## src/rtl/request_frame_decoder_assert.svh

```systemverilog
// Assertion macros shared by the request frame decoder RTL.
// Needs no other file; the including module supplies clock and reset names.
`ifndef REQUEST_FRAME_DECODER_ASSERT_SVH
`define REQUEST_FRAME_DECODER_ASSERT_SVH

`ifndef NO_ASSERTIONS
// Clocked check, disabled while reset is asserted (reset is active low).
`define RFD_ASSERT(lbl, clk, rst_n, prop, msg) \
    lbl: assert property (@(posedge clk) disable iff (!rst_n) (prop)) else $error(msg);
// Clocked check that also holds while reset is asserted.
`define RFD_ASSERT_ALWAYS(lbl, clk, prop, msg) \
    lbl: assert property (@(posedge clk) (prop)) else $error(msg);
`else
`define RFD_ASSERT(lbl, clk, rst_n, prop, msg)
`define RFD_ASSERT_ALWAYS(lbl, clk, prop, msg)
`endif

`endif

```

## src/rtl/rfd_pkg.sv

```systemverilog
`timescale 1ns / 1ps
// Types and constants of the request frame decoder.
// Used by the configuration interface, the parser and the top level.
package rfd_pkg;

    localparam int unsigned FieldBytes   = 4;
    localparam int unsigned MaxResults   = 2;
    localparam int unsigned CfgIdxWidth  = 8;

    localparam logic [31:0] MaxPayloadReset = 32'd1048576;
    localparam logic [31:0] MaxArgsReset    = 32'd64;

    typedef enum logic [CfgIdxWidth-1:0] {
        CFG_MAX_PAYLOAD = 8'd0,
        CFG_MAX_ARGS    = 8'd1
    } t_cfg_reg;

    typedef enum logic [2:0] {
        PH_OUTER = 3'd0,
        PH_COUNT = 3'd1,
        PH_ALEN  = 3'd2,
        PH_DATA  = 3'd3,
        PH_SKIP  = 3'd4
    } t_phase;

    typedef enum logic [1:0] {
        KIND_HDR    = 2'd0,
        KIND_DATA   = 2'd1,
        KIND_ACCEPT = 2'd2,
        KIND_REJECT = 2'd3
    } t_kind;

    typedef enum logic [2:0] {
        RSN_OVERSIZE  = 3'd0,
        RSN_NO_COUNT  = 3'd1,
        RSN_MANY_ARGS = 3'd2,
        RSN_TRUNC_LEN = 3'd3,
        RSN_OVERRUN   = 3'd4,
        RSN_TRAILING  = 3'd5
    } t_reason;

    typedef struct packed {
        t_kind       kind;
        logic [31:0] arg_index;
        logic [31:0] arg_length;
        logic [7:0]  data_byte;
        logic        last_of_arg;
        logic [31:0] total_args;
        t_reason     reject_reason;
        logic        last_result;
    } t_result;

    // Up to two results caused by one input byte.
    typedef struct packed {
        logic [1:0] count;
        t_result    res0;
        t_result    res1;
    } t_step;

    localparam t_result ResultZero = '{
        kind: KIND_HDR, arg_index: 32'd0, arg_length: 32'd0, data_byte: 8'd0,
        last_of_arg: 1'b0, total_args: 32'd0, reject_reason: RSN_OVERSIZE,
        last_result: 1'b0
    };

    function automatic t_result f_reject(input t_reason reason);
        t_result r;
        r = ResultZero;
        r.kind = KIND_REJECT;
        r.reject_reason = reason;
        return r;
    endfunction

endpackage

```

## src/rtl/rfd_parser.sv

```systemverilog
`timescale 1ns / 1ps
// Frame parser: holds the parse state and computes the results of one byte.
// Depends on rfd_pkg and request_frame_decoder_assert.svh.
`include "request_frame_decoder_assert.svh"

module rfd_parser
    import rfd_pkg::*;
(
    input  logic        i_clk,
    input  logic        i_rst_n,
    input  logic        i_take,
    input  logic [7:0]  i_byte,
    input  logic [31:0] i_max_payload,
    input  logic [31:0] i_max_args,
    output t_step       o_step
);

    t_phase      r_phase,       n_phase;
    logic [1:0]  r_field_cnt,   n_field_cnt;
    logic [31:0] r_field_shift, n_field_shift;
    logic [31:0] r_payload,     n_payload;
    logic [31:0] r_args_exp,    n_args_exp;
    logic [31:0] r_cur_arg,     n_cur_arg;
    logic [31:0] r_arg_left,    n_arg_left;
    t_reason     r_pend_reason, n_pend_reason;
    logic        r_blocked,     n_blocked;

    always_ff @(posedge i_clk) begin
        if (!i_rst_n) begin
            r_phase       <= PH_OUTER;
            r_field_cnt   <= 2'd0;
            r_field_shift <= 32'd0;
            r_payload     <= 32'd0;
            r_args_exp    <= 32'd0;
            r_cur_arg     <= 32'd0;
            r_arg_left    <= 32'd0;
            r_pend_reason <= RSN_OVERSIZE;
            r_blocked     <= 1'b0;
        end else if (i_take) begin
            r_phase       <= n_phase;
            r_field_cnt   <= n_field_cnt;
            r_field_shift <= n_field_shift;
            r_payload     <= n_payload;
            r_args_exp    <= n_args_exp;
            r_cur_arg     <= n_cur_arg;
            r_arg_left    <= n_arg_left;
            r_pend_reason <= n_pend_reason;
            r_blocked     <= n_blocked;
        end
    end

    always_comb begin
        logic [31:0] v_shift;
        logic [1:0]  v_fcnt;
        logic        v_done;
        logic        v_pay_last;
        logic        v_fin;
        logic        v_rej;
        t_reason     v_reason;
        logic [31:0] v_arg_next;
        t_result     v_res0;
        t_result     v_res1;
        logic [1:0]  v_cnt;

        n_phase       = r_phase;
        n_field_cnt   = r_field_cnt;
        n_field_shift = r_field_shift;
        n_payload     = r_payload;
        n_args_exp    = r_args_exp;
        n_cur_arg     = r_cur_arg;
        n_arg_left    = r_arg_left;
        n_pend_reason = r_pend_reason;
        n_blocked     = r_blocked;

        v_shift    = {r_field_shift[23:0], i_byte};
        v_fcnt     = r_field_cnt + 2'd1;
        v_done     = (v_fcnt == 2'd0);
        // In every phase that consumes payload at least one byte is left.
        v_pay_last = (r_payload == 32'd1);
        v_fin      = 1'b0;
        v_rej      = 1'b0;
        v_reason   = RSN_OVERSIZE;
        v_arg_next = r_cur_arg + 32'd1;
        v_res0     = ResultZero;
        v_res1     = ResultZero;
        v_cnt      = 2'd0;

        if (!r_blocked) begin
            case (r_phase)
                PH_OUTER: begin
                    n_field_cnt   = v_fcnt;
                    n_field_shift = v_shift;
                    if (v_done) begin
                        n_field_shift = 32'd0;
                        if (v_shift > i_max_payload) begin
                            n_blocked = 1'b1;
                            n_payload = 32'd0;
                            v_rej     = 1'b1;
                            v_reason  = RSN_OVERSIZE;
                        end else begin
                            n_payload = v_shift;
                            if (v_shift == 32'd0) begin
                                v_rej    = 1'b1;
                                v_reason = RSN_NO_COUNT;
                            end else begin
                                n_phase = PH_COUNT;
                            end
                        end
                    end
                end
                PH_COUNT: begin
                    n_payload     = r_payload - 32'd1;
                    n_field_cnt   = v_fcnt;
                    n_field_shift = v_shift;
                    if (v_done) begin
                        n_field_shift = 32'd0;
                        if (v_shift > i_max_args) begin
                            v_rej    = 1'b1;
                            v_reason = RSN_MANY_ARGS;
                        end else begin
                            n_args_exp = v_shift;
                            n_cur_arg  = 32'd0;
                            if (v_shift == 32'd0) begin
                                if (v_pay_last) begin
                                    n_phase     = PH_OUTER;
                                    v_res0.kind = KIND_ACCEPT;
                                    v_cnt       = 2'd1;
                                end else begin
                                    v_rej    = 1'b1;
                                    v_reason = RSN_TRAILING;
                                end
                            end else if (v_pay_last) begin
                                v_rej    = 1'b1;
                                v_reason = RSN_TRUNC_LEN;
                            end else begin
                                n_phase = PH_ALEN;
                            end
                        end
                    end else if (v_pay_last) begin
                        v_rej    = 1'b1;
                        v_reason = RSN_NO_COUNT;
                    end
                end
                PH_ALEN: begin
                    n_payload     = r_payload - 32'd1;
                    n_field_cnt   = v_fcnt;
                    n_field_shift = v_shift;
                    if (v_done) begin
                        n_field_shift = 32'd0;
                        // Length above what is left after this byte.
                        if (v_shift >= r_payload) begin
                            v_rej    = 1'b1;
                            v_reason = RSN_OVERRUN;
                        end else begin
                            v_res0.kind       = KIND_HDR;
                            v_res0.arg_index  = r_cur_arg;
                            v_res0.arg_length = v_shift;
                            v_cnt             = 2'd1;
                            n_arg_left        = v_shift;
                            if (v_shift == 32'd0) begin
                                v_fin = 1'b1;
                            end else begin
                                n_phase = PH_DATA;
                            end
                        end
                    end else if (v_pay_last) begin
                        v_rej    = 1'b1;
                        v_reason = RSN_TRUNC_LEN;
                    end
                end
                PH_DATA: begin
                    n_payload          = r_payload - 32'd1;
                    n_arg_left         = r_arg_left - 32'd1;
                    v_res0.kind        = KIND_DATA;
                    v_res0.arg_index   = r_cur_arg;
                    v_res0.data_byte   = i_byte;
                    v_res0.last_of_arg = (r_arg_left == 32'd1);
                    v_cnt              = 2'd1;
                    v_fin              = (r_arg_left == 32'd1);
                end
                PH_SKIP: begin
                    n_payload = r_payload - 32'd1;
                    if (v_pay_last) begin
                        n_phase = PH_OUTER;
                    end
                end
                default: begin
                    n_phase       = PH_OUTER;
                    n_field_cnt   = 2'd0;
                    n_field_shift = 32'd0;
                end
            endcase

            // End of an argument: accept, reject, or read the next length.
            if (v_fin) begin
                n_cur_arg = v_arg_next;
                if (v_arg_next == r_args_exp) begin
                    if (v_pay_last) begin
                        n_phase           = PH_OUTER;
                        v_res1.kind       = KIND_ACCEPT;
                        v_res1.total_args = r_args_exp;
                        v_cnt             = 2'd2;
                    end else begin
                        v_rej    = 1'b1;
                        v_reason = RSN_TRAILING;
                    end
                end else if (v_pay_last) begin
                    v_rej    = 1'b1;
                    v_reason = RSN_TRUNC_LEN;
                end else begin
                    n_phase       = PH_ALEN;
                    n_field_cnt   = 2'd0;
                    n_field_shift = 32'd0;
                end
            end

            if (v_rej) begin
                n_pend_reason = v_reason;
                n_phase       = (n_payload != 32'd0) ? PH_SKIP : PH_OUTER;
                n_field_cnt   = 2'd0;
                n_field_shift = 32'd0;
                if (v_cnt == 2'd0) begin
                    v_res0 = f_reject(v_reason);
                end else begin
                    v_res1 = f_reject(v_reason);
                end
                v_cnt = v_cnt + 2'd1;
            end
        end

        if (v_cnt == 2'd1) begin
            v_res0.last_result = 1'b1;
        end
        if (v_cnt == 2'd2) begin
            v_res1.last_result = 1'b1;
        end

        o_step.count = v_cnt;
        o_step.res0  = v_res0;
        o_step.res1  = v_res1;
    end

    `RFD_ASSERT(a_blocked_silent, i_clk, i_rst_n, r_blocked |-> (o_step.count == 2'd0),
        "blocked stream still produces results")
    `RFD_ASSERT(a_payload_left, i_clk, i_rst_n,
        (r_phase == PH_COUNT || r_phase == PH_ALEN || r_phase == PH_SKIP)
        |-> (r_payload != 32'd0),
        "payload-consuming phase with no payload left")
    `RFD_ASSERT(a_arg_fits, i_clk, i_rst_n,
        (r_phase == PH_DATA) |-> (r_arg_left != 32'd0 && r_arg_left <= r_payload),
        "argument bytes exceed remaining payload")

endmodule
```

## config.mk

```make
export PLATFORM = sky130hd
export DESIGN_NAME = rfd_parser
export DESIGN_NICKNAME = d
export VERILOG_FILES = /design/src/rtl/rfd_pkg.sv /design/src/rtl/rfd_parser.sv
export VERILOG_INCLUDE_DIRS = /design/src /design/src/rtl
export SDC_FILE = /design/constraint.sdc
export NUM_CORES = 1
export LEC_CHECK = 0
export CAP_MARGIN = 25
export CORE_ASPECT_RATIO = 1.1
export CORE_UTILIZATION = 25
export CTS_BUF_LIST = sky130_fd_sc_hd__clkbuf_8
export CTS_CLUSTER_DIAMETER = 200
export CTS_CLUSTER_SIZE = 16
export DETAILED_ROUTE_END_ITERATION = 12
export DONT_BUFFER_PORTS = 1
export HOLD_SLACK_MARGIN = 0.05
export PLACE_DENSITY = 0.42
export SLEW_MARGIN = 20
export SYNTH_ARGS = -nofsm -noshare
export SYNTH_HDL_FRONTEND = slang
export SYNTH_SLANG_ARGS = --single-unit
```

## constraint.sdc

```tcl
create_clock -name i_clk -period 5.2 [get_ports i_clk]
set_input_delay 0.52 -clock i_clk [delete_from_list [all_inputs] [get_ports i_clk]]
set_output_delay 0.52 -clock i_clk [all_outputs]
set_load 0.05 [all_outputs]
```

==> run metrics, run 1 <==
Clock Skew 0.0135 ns; WL met3 3.20 mm; min Tclk post-route 5.17 ns; DIE WIDTH 235 um; antenna cells 0; Max Root-Sink Buffers 2; commonest non-fill, non-tap cells in the layout nand2_1 (174), buf_4 (168), dfxtp_1 (148); #FFs+latches synth 158; start of the worst register-to-register path r_field_shift[0]; Clock transition at path regs 0.10 ns; WL/cell 22.9 um; Yosys top cell by area dfxtp_1; WL final 68.6 mm; clk sink count 158; CTS H-Tree Depth 4; GPL Wtd Cong 0.959; hpwl dp 50.5 mm; clk_lat worst skew 0.54 ns; Pre-Repair DR Iteration Count 6; Port Buffer Count 0; Reg power frac 0.431; top-area cell type share of the netlist area 0.212; Yosys cell types 83; cell area power density 153 nW/um^2; synthesized cell area 14900 sq um; Slew HR 0.360; Post-synth top flop dfxtp_1; start point of the critical path r_arg_left[23]; Post-Syn Area per Cell 7.20 sq um; Remaining DRCs 0; Comb pwr share 0.227; critical path required time 4.68 ns; die height 258 um; Async S/R FF share, synth 0; post-layout util 0.327; CTS tree done; top sig layer met4; nets@finish 2405; sequential fraction of the synthesis area 0.212; Vias/cell 5.41; crit path launch type register; critical path class reg -> out; first-pass GRT wire length 101 mm; Mapped Cells 2071; met2 wire length 33.9 mm; Via Count 16223; period utilisation layout 0.993; IR drop worst, VDD 147 uV; clock buffer count from CTS 17; Synth Warn # 0; Starting Density 0.254; worst slew pin tran 0.948 ns; max-cap viol count 0; post-route ant nets 0; # rows 93; Filler Cell Count 6225; Slew Viols, Final 0; worst hold path class in -> reg; status complete, no violations; WHS 0.107 ns; final hold vios 0; IO Pins 299; largest net degree at the start of global routing 139; RSZ-0062 raised after global routing true; P&R area growth vs syn 29.1%; EDFF count, synth 0; Int Pwr 1870 uW; worst hold start i_rst_n; die area 60600 sq um; Sw Pwr 1070 uW; fmax 0.194 GHz; setup violators final 0; All-Layer GR Usage 0.219; grt ovf 0; initial antenna violation count 0; most common cell after layout, fill and taps aside nand2_1; Worst EP arrival 4.65 ns; layout cells sized above 1 0.212; Sw Ratio 0.364; Crit Path Max Fanout 13; Clock power frac 0.342; DR iter-0 viols 1364; wire length on met1 28.5 mm; static leakage 0.00806 uW; crit end category output port; Synth area leaders dfxtp_1 (21%), ha_1 (8.9%), buf_4 (5.5%), nor2_1 (5.3%), o21ai_0 (4.7%); core area 58800 sq um; Clock Tree Root clkbuf_8; vias in the first global route 15503
[per-stage QoR]
stage          setup slack, ns  power, uW  std cells  area [sq um]  setup TNS [ns]
2_1_floorplan           -0.266       1840       2175         15400          -16.95
3_3_place_gp             0.190       1950       2931         17500               0
3_5_place_dp            0.0520       1950       2932         17500               0
4_1_cts                -0.0590       2970       2988         18700           -1.16
5_1_grt                 -0.113       3080       2997         19200           -4.55
6_report                0.0340       2950       2997         19200               0
[synth_stat cells, types with 35 or more instances]
library cell	number
nor2_1	211
nand2_1	174
dfxtp_1	158
o21ai_0	141
inv_1	127
clkbuf_1	121
buf_4	109
a21oi_1	107
ha_1	106
nor3_1	57
nand4_1	52
a31oi_1	48
nand3_1	48
nor2b_1	48
and3_1	45
nor4_1	41
xnor2_1	39
mux2i_1	35
[cells by family (layout without fill, tap and decap cells)]
family	count (synthesis)	in the layout	synth area share
simple gates	801	801	0.278
compound gates	527	527	0.234
buf+inv	385	447	0.129
flops	158	158	0.212
fa+ha+maj	106	106	0.0890
xor+xnor	56	56	0.0329
mux	37	37	0.0250
other cells	1	105	0.000252
[power by group through the flow]
| stage | clock [uW] | combinational (uW) | sequential, uW |
|---|---|---|---|
| final | 1010 | 669 | 1270 |
| after global routing | 1080 | 721 | 1270 |
| after CTS | 1040 | 658 | 1270 |
| after detailed placement | 0 | 653 | 1300 |
| after global placement | 0 | 646 | 1300 |
| after floorplan | 0 | 557 | 1280 |
[worst paths after layout]
kind	end	slack, ns	cells past startpoint
hold reg to reg	r_arg_left[11]	0.46	2
hold / removal	r_payload[2]	0.11	2
setup / recovery	o_step[182]	0.03	15
setup reg to reg	r_field_shift[5]	1.11	15
[layout make-up]
| type | count | area [sq um] | area share |
|---|---|---|---|
| multi-input cells | 1632 | 11000 | 0.571 |
| repair buffers | 288 | 3260 | 0.169 |
| flip-flops and latches | 158 | 3180 | 0.165 |
| clock buffers | 19 | 262 | 0.0136 |
| inverters | 127 | 477 | 0.0248 |
| well taps | 760 | 951 | 0.0494 |
| clock inverters | 13 | 136 | 0.00709 |
[critical path, stage by stage (launching register included)]
cell and delay (ns):
dfxtp_2 0.33, or4_4 0.53, or3_4 0.35, or3_4 0.34
or4_4 0.55, nor4_4 0.21, o21ai_1 0.15, o21ai_4 0.20
ha_4 0.16, nand2_1 0.04, or4_4 0.43, o2111ai_4 0.15
buf_12 0.20, buf_16 0.20, nor2_1 0.06, buf_4 0.19
[per-layer routing]
metal  vias to the layer above  track usage
li1                       7578            -
met1                      7892        0.266
met2                       628        0.387
met3                       125       0.0241
met4                         0        0.102
met5                         -            0
[what timing repair did]
action	in CTS	in global routing
pin swaps	17	36
endpoints found under the setup margin	79	84
resized for setup	145	101
buffers inserted	21	4
gates cloned	3	5
hold buffers	0	0
[sequential cells by signal, summed over array words and instances, names as in the netlist]
register and flops:
r_args_exp 32, r_payload 32, r_arg_left 32, r_field_cnt 2
r_blocked 1, r_field_shift 24, r_cur_arg 32, r_phase 3
(Power assumes the default switching activity.)
==> inputs of run 2 (changes only) <==
==> constraint.sdc (replaced) <==
create_clock -name i_clk -period 5.2 [get_ports i_clk]
set_input_delay 1.04 -clock i_clk [delete_from_list [all_inputs] [get_ports i_clk]]
set_output_delay 1.04 -clock i_clk [all_outputs]
set_load 0.05 [all_outputs]
==> run 2 against run 1 <==
- the run now ends with setup timing left
- cell count rose by 3.8%
- sequential cell count did not move
- hold slack improved by 0.37 ns
- largest power group unchanged
- highest routed layer unchanged
==> run metrics, run 2 (same netlist as run 1, synthesis figures left out) <==
Worst EP arrival 4.58 ns (-0.07 ns); layout cells sized above 1 0.258 (+0.0459); largest net degree at the start of global routing 139 (unchanged); clock buffer count from CTS 17 (unchanged); die area 60600 sq um (unchanged); failing checks setup timing; Remaining DRCs 0 (unchanged); die height 258 um (unchanged); critical path's largest stage delay 0.53 ns (-0.02 ns); Vias/cell 5.35 (-1.1%); status complete, but fails checks; hold buffers post-CTS 0 (unchanged); min Tclk post-route 5.62 ns (+0.451 ns); CTS H-Tree Depth 4 (unchanged); Port Buffer Count 0 (unchanged); fmax 0.178 GHz (-8.0%); crit path launch type register; IR drop worst, VDD 182 uV (+24%); static leakage 0.00869 uW (+7.9%); clk_lat worst skew 0.54 ns (about the same); final hold vios 0 (unchanged); Max Root-Sink Buffers 2 (unchanged); WL/cell 22.4 um (-2.1%); met3 usage 0.0329 (+0.00887); hpwl dp 52.0 mm (+3.0%); Clock transition at path regs 0.09 ns (about the same); Starting Density 0.254 (unchanged); fin area 20700 sq um (+7.4%); initial antenna violation count 1 (+1); post-route ant nets 0 (unchanged); DP Worst Slack -0.557 ns (-0.609 ns); crit path capture o_step[175]; CTS tree done; # rows 93 (unchanged); met1 usage 0.270 (+0.00390); IO Pins 299 (unchanged); Via Count 16653 (+2.7%); global route hottest layer met2; setup slack, reg-to-reg 0.98 ns (-0.13 ns); Clock Tree Root clkbuf_8; cell area power density 149 nW/um^2 (-2.9%); setup violators final 87 (+87); commonest non-fill, non-tap cells in the layout buf_4 (267), nand2_1 (172), dfxtp_1 (148); start of the worst register-to-register path r_payload[0]; clk sink count 158 (unchanged); worst slew pin tran 1.09 ns (+0.144 ns); nets@finish 2520 (+4.8%); first-pass GRT wire length 102 mm (+1.1%); crit path max-delay cell type or4_4; critical path required time 4.16 ns (-0.52 ns); DR iter-0 viols 1291 (-5.4%); Top cell by count, worst path or4_4; P&R area growth vs syn 38.6%; Slew HR 0.268 (-0.0921); max-cap viol count 0 (unchanged); DIE WIDTH 235 um (unchanged); Setup WS post-layout -0.417 ns (-0.451 ns); WHS 0.473 ns (+0.366 ns); WL final 69.7 mm (+1.6%); Filler Cell Count 6101 (-2.0%); worst hold path class reg -> reg; RSZ-0062 raised after global routing true; placed inst area 19200 sq um (+9.9%); Clock Skew 0.0151 ns (+0.00167 ns); Slew Viols, Final 0 (unchanged); grt ovf 0 (unchanged); Pre-Repair DR Iteration Count 7 (+1); setup TNS -29.89 ns (-29.89 ns); vias in the first global route 15878 (+2.4%); Crit Path Max Fanout 8 (-5); core area 58800 sq um (unchanged); R2R cell count 12 (-3); All-Layer GR Usage 0.223 (+0.00418); most common cell after layout, fill and taps aside buf_4; hold path depth 2 (unchanged); critical path cell sequence or4_4 > or3_4 > or3_4 > or4_4 > nor4_4 > o21ai_1 > o21ai_4 > ha_4 > nand2_2 > or4_4 > o2111ai_4 > buf_12 > buf_6 > nor2_4 > buf_12; start point of the critical path r_arg_left[20]; Total Power 3080 uW (+4.3%); GPL Wtd Cong 0.964 (+0.48%); worst hold start r_arg_left[11]; RR Endpoint r_phase[2]; period utilisation layout 1.08 (+0.0868); crit end category output port; met2 GRT Util 0.385 (-0.00190); critical path class reg -> out
[run 2: cell types whose count changed in the layout (fill, tap and decap cells not counted), sizes merged]
cell,before,now
bufinv,2,4
inv,131,128
clkinvlp,3,4
buf,284,402
clkbuf,23,19
diode,0,1
[run 2: critical path, delay by kind of cell (launching register included)]
family                     cells  cell delay, ns
adders and majority gates      1            0.18
and+or+nand+nor                8            2.42
DFF                            1            0.33
buffers and inverters          3            0.57
AOI/OAI and AO/OA              3            0.50
[run 2: power by group]
group | internal (uW) | switching [uW]
Combinational | 216 | 512
Sequential | 1230 | 22.6
Clock | 535 | 558
Total | 1980 | 1090
[run 2: worst min-delay path by stage]
stage	slack (ns)	to
floorplan	0.43	r_arg_left[11]
global placement	0.45	r_arg_left[11]
detailed placement	0.46	r_arg_left[27]
CTS	0.47	r_arg_left[11]
global route	0.49	r_arg_left[7]
finish	0.47	r_arg_left[11]
[run 2: final cells by class]
type                            count  area (sq um)  area share
Timing Repair Buffer              403          4430       0.214
Clock inverter                     13           188     0.00908
Tap cell                          760           951      0.0460
Antenna cell                        1          2.50    0.000121
Inverter                          127           480      0.0233
Clock buffer                       18           248      0.0120
Multi-Input combinational cell   1632         11200       0.541
Sequential cell                   158          3180       0.154
[run 2: metal layers]
layer  vias to the layer above  wire, um  share of wire
li1                       7799         -              -
met1                      8046     28700           0.41
met2                       663     33900           0.49
met3                       145      3820          0.055
met4                         0      3340          0.048
met5                         -         0              0
[run 2: timing repair]
item                                    CTS  global route
setup buffers                            21            11
endpoints found under the setup margin   91           119
gates cloned                              3             1
resized for setup                        85            68
pin swaps                                 8            28
[run 2: per-stage QoR]
stage | util | instances
after floorplan | - | 2175
after global placement | 0.327 | 3048
after detailed placement | 0.327 | 3048
after CTS | 0.345 | 3102
after global routing | 0.352 | 3112
final | 0.352 | 3112
